<file path="config.mk">
export PLATFORM = sky130hd
export DESIGN_NAME = set_assoc_lru_replacement_flat
export DESIGN_NICKNAME = d
export VERILOG_FILES = /design/src/rtl/core/sar_pkg.sv /design/src/rtl/core/sar_in_if.sv /design/src/rtl/core/sar_out_if.sv /design/src/rtl/core/sar_ram.sv /design/src/rtl/core/sar_reorder.sv /design/src/rtl/core/set_assoc_lru_replacement.sv /design/src/flat_wrapper.sv
export VERILOG_INCLUDE_DIRS = /design/src /design/src/rtl/core
export SDC_FILE = /design/constraint.sdc
export NUM_CORES = 1
export LEC_CHECK = 0
export ABC_AREA = 1
export BUFFER_PORTS_ARGS = -buffer_cell sky130_fd_sc_hd__buf_2
export CORE_ASPECT_RATIO = 1.1
export CORE_MARGIN = 5
export CORE_UTILIZATION = 63
export CTS_CLUSTER_SIZE = 24
export DETAILED_ROUTE_END_ITERATION = 10
export PLACE_DENSITY_LB_ADDON = 0.05
export SYNTH_ARGS = -nofsm -noshare
export SYNTH_HDL_FRONTEND = slang
export SYNTH_SLANG_ARGS = --single-unit
</file>
<file path="constraint.sdc">
create_clock -name clk_i -period 5.3 [get_ports clk_i]
set_clock_uncertainty 0.15 [all_clocks]
set_input_delay 0 -clock clk_i [delete_from_list [all_inputs] [get_ports clk_i]]
set_output_delay 0 -clock clk_i [all_outputs]
set_load 0.05 [all_outputs]
</file>
<file path="src/rtl/core/set_assoc_lru_replacement_macros.svh">
// ----------------------------------------------------------------------------
// LRU replacement assertion macros
// Shorthand for clocked assertions on clk_i, disabled while rst_ni is low.
// ----------------------------------------------------------------------------
`ifndef SET_ASSOC_LRU_REPLACEMENT_MACROS_SVH
`define SET_ASSOC_LRU_REPLACEMENT_MACROS_SVH

// same-cycle implication
`define SAR_ASSERT_IMP(lbl, ante, cons, msg) \
  lbl: assert property (@(posedge clk_i) disable iff (!rst_ni) (ante) |-> (cons)) \
    else $error(msg);

// next-cycle implication
`define SAR_ASSERT_NXT(lbl, ante, cons, msg) \
  lbl: assert property (@(posedge clk_i) disable iff (!rst_ni) (ante) |=> (cons)) \
    else $error(msg);

`endif

</file>
<file path="src/rtl/core/sar_pkg.sv">
// ----------------------------------------------------------------------------
// LRU replacement package
// Field widths, default geometry and shared types.
// ----------------------------------------------------------------------------
`default_nettype none

package sar_pkg;

  localparam int unsigned SET_IDX_W = 6;
  localparam int unsigned WAY_IN_W  = 2;
  localparam int unsigned VICTIM_W  = 2;

  localparam int unsigned WAYS_DEF  = 4;
  localparam int unsigned SETS_DEF  = 64;

  typedef enum logic [0:0] {
    KIND_TOUCH   = 1'b0,
    KIND_REPLACE = 1'b1
  } sar_kind_e;

  typedef struct packed {
    sar_kind_e             kind;
    logic [WAY_IN_W-1:0]   way;
  } sar_req_t;

endpackage

`default_nettype wire

</file>
<file path="src/rtl/core/sar_in_if.sv">
// ----------------------------------------------------------------------------
// LRU request channel
// Valid/ready channel carrying one request word.
// ----------------------------------------------------------------------------
`default_nettype none

interface sar_in_if import sar_pkg::*; ();

  logic                 valid;
  logic                 ready;
  sar_kind_e            kind;
  logic [SET_IDX_W-1:0] set_index;
  logic [WAY_IN_W-1:0]  way;

  modport source (output valid, output kind, output set_index, output way, input ready);
  modport sink   (input valid, input kind, input set_index, input way, output ready);

endinterface

`default_nettype wire

</file>
<file path="src/rtl/core/sar_out_if.sv">
// ----------------------------------------------------------------------------
// LRU victim channel
// Valid/ready channel carrying one victim word.
// ----------------------------------------------------------------------------
`default_nettype none

interface sar_out_if import sar_pkg::*; ();

  logic                valid;
  logic                ready;
  logic [VICTIM_W-1:0] victim_way;

  modport source (output valid, output victim_way, input ready);
  modport sink   (input valid, input victim_way, output ready);

endinterface

`default_nettype wire

</file>
<file path="src/rtl/core/sar_ram.sv">
// ----------------------------------------------------------------------------
// Generic single-port-write RAM
// One write port, one read port, read data registered.
// ----------------------------------------------------------------------------
`default_nettype none

module sar_ram #(
  parameter int unsigned WIDTH = 8,
  parameter int unsigned DEPTH = 64,
  localparam int unsigned AW   = (DEPTH > 1) ? $clog2(DEPTH) : 1
) (
  input  wire logic             clk_i,
  input  wire logic             we_i,
  input  wire logic [AW-1:0]    waddr_i,
  input  wire logic [WIDTH-1:0] wdata_i,
  input  wire logic [AW-1:0]    raddr_i,
  output logic      [WIDTH-1:0] rdata_o
);

  logic [WIDTH-1:0] mem_q [DEPTH];

  always_ff @(posedge clk_i) begin
    if (we_i) begin
      mem_q[waddr_i] <= wdata_i;
    end
    rdata_o <= mem_q[raddr_i];
  end

endmodule

`default_nettype wire

</file>
<file path="src/rtl/core/sar_reorder.sv">
// ----------------------------------------------------------------------------
// LRU row reorder
// Moves the chosen way of one recency row to the most recent end.
// ----------------------------------------------------------------------------
`default_nettype none

module sar_reorder import sar_pkg::*; #(
  parameter int unsigned WAYS = WAYS_DEF,
  localparam int unsigned WAY_W = $clog2(WAYS),
  localparam int unsigned CMP_W = (WAY_W > WAY_IN_W) ? WAY_W : WAY_IN_W
) (
  input  wire logic [WAYS-1:0][WAY_W-1:0] row_i,
  input  wire sar_req_t                   req_i,
  output logic      [WAYS-1:0][WAY_W-1:0] row_o,
  output logic      [VICTIM_W-1:0]        victim_o
);

  logic [WAYS-1:0]  match;
  logic [WAY_W-1:0] pos;
  logic             mv;
  logic [CMP_W-1:0] front_ext;

  // a touch of a way beyond the set matches nothing, so the row holds
  always_comb begin
    for (int i = 0; i < WAYS; i++) begin
      match[i] = (CMP_W'(row_i[i]) == CMP_W'(req_i.way));
    end
  end

  always_comb begin
    pos = '0;
    for (int i = WAYS - 1; i >= 0; i--) begin
      if (match[i]) begin
        pos = WAY_W'(i);
      end
    end
    if (req_i.kind == KIND_REPLACE) begin
      pos = '0;
    end
    mv = (req_i.kind == KIND_REPLACE) || (|match);
  end

  always_comb begin
    for (int i = 0; i < WAYS; i++) begin
      if (!mv || (WAY_W'(i) < pos)) begin
        row_o[i] = row_i[i];
      end else if (i == WAYS - 1) begin
        row_o[i] = row_i[pos];
      end else begin
        row_o[i] = row_i[i + 1];
      end
    end
  end

  assign front_ext = CMP_W'(row_i[0]);
  assign victim_o  = front_ext[VICTIM_W-1:0];

endmodule

`default_nettype wire

</file>
<file path="src/rtl/core/set_assoc_lru_replacement.sv">
// ----------------------------------------------------------------------------
// True-LRU replacement state
// Per-set recency order of way numbers held in one synchronous RAM row per
// set; read, reordered and written back with one-deep forwarding.
// ----------------------------------------------------------------------------
// After reset the block runs a clearing pass over all SETS rows, writing the
// order 0..WAYS-1 into every row, and holds ready low meanwhile. The RAM read
// of a request word's row is issued at the edge that accepts it; in the next
// cycle the row is reordered and written back, and a replace word's victim is
// loaded into the output register at the end of that cycle, from which the
// victim word is offered on the output channel. Words are taken every
// cycle, except that a replace word blocks acceptance for the following cycle
// while its victim claims the output register, and no word is taken while a
// victim waits in that register against a stalled receiver. Back-to-back
// accesses to the same set are served from a forwarding register, since the
// RAM write of one word lands in the cycle its successor reads. Set indices
// wrap modulo SETS; a touch of a way not below WAYS leaves the order as is.
// ----------------------------------------------------------------------------
`default_nettype none
`include "set_assoc_lru_replacement_macros.svh"

module set_assoc_lru_replacement import sar_pkg::*; #(
  parameter int unsigned WAYS = WAYS_DEF,
  parameter int unsigned SETS = SETS_DEF
) (
  input  wire logic clk_i,
  input  wire logic rst_ni,
  sar_in_if.sink    in_i,
  sar_out_if.source out_o
);

  localparam int unsigned WAY_W = $clog2(WAYS);
  localparam int unsigned SET_W = (SETS > 1) ? $clog2(SETS) : 1;
  localparam int unsigned ROW_W = WAYS * WAY_W;
  localparam int unsigned IDX_N = 2 ** SET_IDX_W;

  logic [SET_W-1:0] idx_tbl [IDX_N];

  for (genvar v = 0; v < IDX_N; v++) begin : g_idx
    localparam int unsigned R = v % SETS;
    assign idx_tbl[v] = SET_W'(R);
  end

  logic                        accept;
  logic [SET_W-1:0]            in_idx;
  logic [WAYS-1:0][WAY_W-1:0]  ident_row;
  logic [WAYS-1:0][WAY_W-1:0]  cur_row;
  logic [WAYS-1:0][WAY_W-1:0]  new_row;
  logic [ROW_W-1:0]            rdata;
  logic [VICTIM_W-1:0]         victim;

  logic                        clr_q, clr_d;
  logic [SET_W-1:0]            clr_cnt_q, clr_cnt_d;
  logic                        s1_valid_q, s1_valid_d;
  sar_req_t                    s1_req_q;
  logic [SET_W-1:0]            s1_idx_q;
  logic                        fwd_hit_q, fwd_hit_d;
  logic [WAYS-1:0][WAY_W-1:0]  fwd_row_q;
  logic                        out_valid_q, out_valid_d;
  logic [VICTIM_W-1:0]         out_victim_q;

  logic                        ram_we;
  logic [SET_W-1:0]            ram_waddr;
  logic [ROW_W-1:0]            ram_wdata;

  logic                        s1_repl;

  assign s1_repl = s1_valid_q && (s1_req_q.kind == KIND_REPLACE);

  assign in_i.ready = !clr_q && (!out_valid_q || out_o.ready) && !s1_repl;
  assign accept     = in_i.valid && in_i.ready;
  assign in_idx     = idx_tbl[in_i.set_index];

  always_comb begin
    for (int i = 0; i < WAYS; i++) begin
      ident_row[i] = WAY_W'(i);
    end
  end

  // clearing pass writes the reset order, otherwise stage one writes back
  assign ram_we    = clr_q || s1_valid_q;
  assign ram_waddr = clr_q ? clr_cnt_q : s1_idx_q;
  assign ram_wdata = clr_q ? ROW_W'(ident_row) : ROW_W'(new_row);

  sar_ram #(
    .WIDTH (ROW_W),
    .DEPTH (SETS)
  ) u_ram (
    .clk_i   (clk_i),
    .we_i    (ram_we),
    .waddr_i (ram_waddr),
    .wdata_i (ram_wdata),
    .raddr_i (in_idx),
    .rdata_o (rdata)
  );

  assign cur_row = fwd_hit_q ? fwd_row_q : rdata;

  sar_reorder #(
    .WAYS (WAYS)
  ) u_reorder (
    .row_i    (cur_row),
    .req_i    (s1_req_q),
    .row_o    (new_row),
    .victim_o (victim)
  );

  always_comb begin
    clr_d     = clr_q;
    clr_cnt_d = clr_cnt_q;
    if (clr_q) begin
      clr_cnt_d = clr_cnt_q + 1'b1;
      if (clr_cnt_q == SET_W'(SETS - 1)) begin
        clr_d = 1'b0;
      end
    end
    s1_valid_d  = accept;
    fwd_hit_d   = accept && s1_valid_q && (in_idx == s1_idx_q);
    out_valid_d = out_valid_q;
    if (s1_repl) begin
      out_valid_d = 1'b1;
    end else if (out_o.ready) begin
      out_valid_d = 1'b0;
    end
  end

  always_ff @(posedge clk_i or negedge rst_ni) begin
    if (!rst_ni) begin
      clr_q       <= 1'b1;
      clr_cnt_q   <= '0;
      s1_valid_q  <= 1'b0;
      fwd_hit_q   <= 1'b0;
      out_valid_q <= 1'b0;
    end else begin
      clr_q       <= clr_d;
      clr_cnt_q   <= clr_cnt_d;
      s1_valid_q  <= s1_valid_d;
      fwd_hit_q   <= fwd_hit_d;
      out_valid_q <= out_valid_d;
    end
  end

  always_ff @(posedge clk_i) begin
    if (accept) begin
      s1_req_q.kind <= in_i.kind;
      s1_req_q.way  <= in_i.way;
      s1_idx_q      <= in_idx;
    end
    fwd_row_q <= new_row;
    if (s1_repl) begin
      out_victim_q <= victim;
    end
  end

  assign out_o.valid      = out_valid_q;
  assign out_o.victim_way = out_victim_q;

  `SAR_ASSERT_IMP(a_repl_slot_free, s1_repl, !out_valid_q,
    "replace in stage one found output register occupied")
  `SAR_ASSERT_IMP(a_no_work_in_clear, clr_q, !s1_valid_q,
    "word in flight during clearing pass")
  `SAR_ASSERT_IMP(a_fwd_same_set, s1_valid_q && fwd_hit_q, s1_idx_q == $past(s1_idx_q),
    "forwarded row belongs to another set")
  `SAR_ASSERT_NXT(a_fwd_after_word, fwd_hit_d, s1_valid_q,
    "forwarding armed without a following word")

endmodule

`default_nettype wire

</file>
<file path="src/flat_wrapper.sv">
// flat-port wrapper written by rule: the top's interface ports become plain ports
module set_assoc_lru_replacement_flat import sar_pkg::*;
#(
  parameter int unsigned WAYS = WAYS_DEF,
  parameter int unsigned SETS = SETS_DEF
)
  (clk_i, rst_ni, in_i_valid, in_i_kind, in_i_set_index, in_i_way, in_i_ready, out_o_valid, out_o_victim_way, out_o_ready);
  sar_in_if in_i_i ();
  sar_out_if out_o_i ();
  input  wire logic clk_i;
  input  wire logic rst_ni;
  input wire logic [$bits(in_i_i.valid)-1:0] in_i_valid;
  input wire logic [$bits(in_i_i.kind)-1:0] in_i_kind;
  input wire logic [$bits(in_i_i.set_index)-1:0] in_i_set_index;
  input wire logic [$bits(in_i_i.way)-1:0] in_i_way;
  output wire logic [$bits(in_i_i.ready)-1:0] in_i_ready;
  output wire logic [$bits(out_o_i.valid)-1:0] out_o_valid;
  output wire logic [$bits(out_o_i.victim_way)-1:0] out_o_victim_way;
  input wire logic [$bits(out_o_i.ready)-1:0] out_o_ready;
  assign in_i_i.valid = in_i_valid;
  assign in_i_i.kind = in_i_kind;
  assign in_i_i.set_index = in_i_set_index;
  assign in_i_i.way = in_i_way;
  assign in_i_ready = in_i_i.ready;
  assign out_o_valid = out_o_i.valid;
  assign out_o_victim_way = out_o_i.victim_way;
  assign out_o_i.ready = out_o_ready;
  set_assoc_lru_replacement #(.WAYS(WAYS), .SETS(SETS)) u_core (.clk_i(clk_i), .rst_ni(rst_ni), .in_i(in_i_i), .out_o(out_o_i));
endmodule
</file>
==> qor.yml <==
max-cap-violations: 0
avgViaCountPerCell: 6.380
synth.area.top_cells: "edfxtp_1 70%, o21ai_0 7.0%, nor2_1 6.0%, nand2_1 4.1%, o22ai_1 3.6%"
synthesis.nets: 1884
wl_met1_um: 23460
irDropWorstVdd_uv: 313.9
period_minus_slack_ns: 4.056
num_antenna_cells: 0
numCtsBuffers: 53
p_switching_mw: 2.436
power_density_nw_per_um2: 397.5
wl_um: 57630
cp_data_required_time_ns: 5.36
portBuffers: 16
antenna_left: 0
setup_slack_ns: 1.244
die_y_um: 207.4
synth_async_sr_flop_share: 0.01821
wl_met2_um: 26970
endpoint_kind: "flop"
htreeDepth: 2
crit_path_frequent_cell: "nor2_1"
drt-wirelength-per-cell_um: 24.39
synth_top_area_frac: 0.7038
insertion_delay_ns: 0.59
drc: 0
yosysMostFrequentCell: "edfxtp_1"
power_leakage_nw: 8.408
grt_max_degree: 131
final.period_utilization: 0.7653
synth_warnings: 0
grt_pass1_vias: 14430
setup_tns_ns: 0
coreArea_um2: 35040
clkPwrFrac: 0.386
dp_slack_ns: 1.326
wl_met3_um: 5073
worstMarginPinSlew_ns: 1.292
arrival_ns: 4.11
switching_share: 0.2485
synthTopCellsByCount: "523 x edfxtp_1, 357 x nor2_1, 311 x o21ai_0"
holdBufCountCts: 16
overflow: 0
antenna_found_initial: 0
io_pins: 17
yosysSeqAreaShare: 0.7294
timing_worst_setup_path_type: "reg -> reg"
status: "completed"
ys_ff_latch: 549
critical_path.cell_chain: "clkinv_1 > nor2_1 > a21oi_2 > inv_1 > nand3_1 > nor2_1"
drv_slew: 0
cts_root_buf: "clkbuf_16"
grt_first_pass_wirelength_um: 86200
syn_inst: 1870
critPathLaunchType: "flop"
synthFlopType: "edfxtp_1"
ys_types: 36
cts_sinks: 549
drtIter0Drc: 1870
die_x_um: 189.4
hpwlAfterDp_um: 33390
cts-resized-gates: 0
first_pass_iters: 5
fmax_ghz: 0.2466
rows: 72
combinationalPowerShare: 0.098
hold_violations: 0
cts_tree: "built"
drive_gt1_frac: 0.08233
place_congestion: 0.9002
path_clk_slew_ns: 0.07
hold_path_class: "in -> reg"
grt_usage: 0.2874
critPathMaxStageDelay_ns: 0.88
vias: 15080
relSlewSlack: 0.1375
crit_slowest_cell: "nor2_1"
post_cts_buffers: 0
p_int_mw: 7.367
synth_top_cell_by_area: "edfxtp_1"
synth_area_per_cell_um2: 11.93
nNetsFinal: 1888
seq_power_share: 0.516
start_util: 0.6368
top_layer_used: "met4"
worstPathMaxFanout: 21
finalSetupViolations: 0
netlist_area_um2: 22320
grt_setup_unrepaired: "no"
synth_edf_count: 523
clock_path_buffers: 3
syn_to_final_growth_pct: 10.52
die-area_um2: 39290
==> cell type report <==
class                      count  area, µm²
sequential                   549      16280
fill                        2502      10380
multi-input combinational   1155       5384
clock buffer                  59       1349
tap                          444      555.5
timing repair buffer          61      479.2
clock inverter                41      409.1
inverter                      54      209.0
==> power groups by stage <==
stage	Clock (mW)	Sequential, mW	Combinational, mW
finish	3.79	5.06	0.959
global route	4.01	5.06	1.03
CTS	3.82	5.06	0.951
detailed placement	0	5.15	0.940
global placement	0	5.15	0.928
floorplan	0	5.16	0.507
==> layer usage <==
layer,vias up,global-route usage
met2,851,0.4476
met3,144,0.04440
met5,-,0
met1,7339,0.4210
li1,6742,-
met4,0,0.1023
==> registers in the layout (all words and copies together) (netlist names) <==
| signal | flops |
|---|---|
| u_core.u_ram.mem_q | 512 |
| u_core.fwd_row_q | 8 |
| u_core.u_ram.rdata_o | 8 |
| u_core.clr_cnt_q | 6 |
| u_core.s1_idx_q | 6 |
| u_core.s1_req_q | 3 |
| u_core.out_o.victim_way | 2 |
| u_core.clr_q | 1 |
| u_core.fwd_hit_q | 1 |
| u_core.out_o.valid | 1 |
| u_core.s1_valid_q | 1 |
==> layout by cell type, fill, tap and decap left out, drive strengths merged, types with 16 or more instances in the layout <==
cell / synthesis / final
inv: 51 / 53
nand3: 30 / 30
dfxtp: 16 / 16
edfxtp: 523 / 523
clkbuf: 67 / 59
nor2: 358 / 358
clkinv: 3 / 30
o22ai: 130 / 130
o21ai: 338 / 338
buf: 45 / 45
a21oi: 18 / 18
dlygate4sd3: 0 / 16
nand2: 251 / 251
==> worst max-delay path, delay by kind of cell, from the launching register on <==
family	cells	cell delay [ns]
AOI/OAI and AO/OA	1	0.11
buffers and inverters	2	0.67
and+or+nand+nor	3	1.88
DFF	1	0.87
==> worst paths after layout <==
path	from	endpoint	slack, ns	cells past startpoint
setup / recovery	u_core.clr_q	u_core.u_ram.mem_q[32][0]	1.24	6
hold / removal	out_o_ready	u_core.out_o.valid	0.04	3
setup reg to reg	u_core.clr_q	u_core.u_ram.mem_q[32][0]	1.24	6
hold reg to reg	u_core.clr_cnt_q[1]	u_core.clr_cnt_q[1]	0.37	2
max in group asynchronous	rst_ni	u_core.clr_q	4.37	3
min in group asynchronous	rst_ni	u_core.clr_cnt_q[1]	0.29	3
==> through the flow <==
step / cell area, µm² / std cells / utilization / power [mW] / hold WS [ns]
detailed placement: 22740 / 2247 / 0.6490 / 6.088 / -0.2732
finish: 24660 / 2363 / 0.7038 / 9.803 / 0.03659
global placement: 22740 / 2247 / 0.6490 / 6.074 / -0.2745
CTS: 24660 / 2363 / 0.7038 / 9.823 / 0.01957
floorplan: 22320 / 1870 / - / 5.667 / -0.4456
global route: 24660 / 2363 / 0.7038 / 10.10 / 0.03389
==> kinds of logic after synthesis <==
group | count (synthesis) | synth area share
AND/OR/NAND/NOR | 660 | 0.1172
adder cells (fa/ha/maj) | 1 | 0.0005606
XOR/XNOR | 6 | 0.002355
buffers and inverters | 166 | 0.03168
AO/OA/AOI/OAI | 488 | 0.1188
flip-flops | 549 | 0.7294
Note: power is estimated with default switching activity, not from simulation.
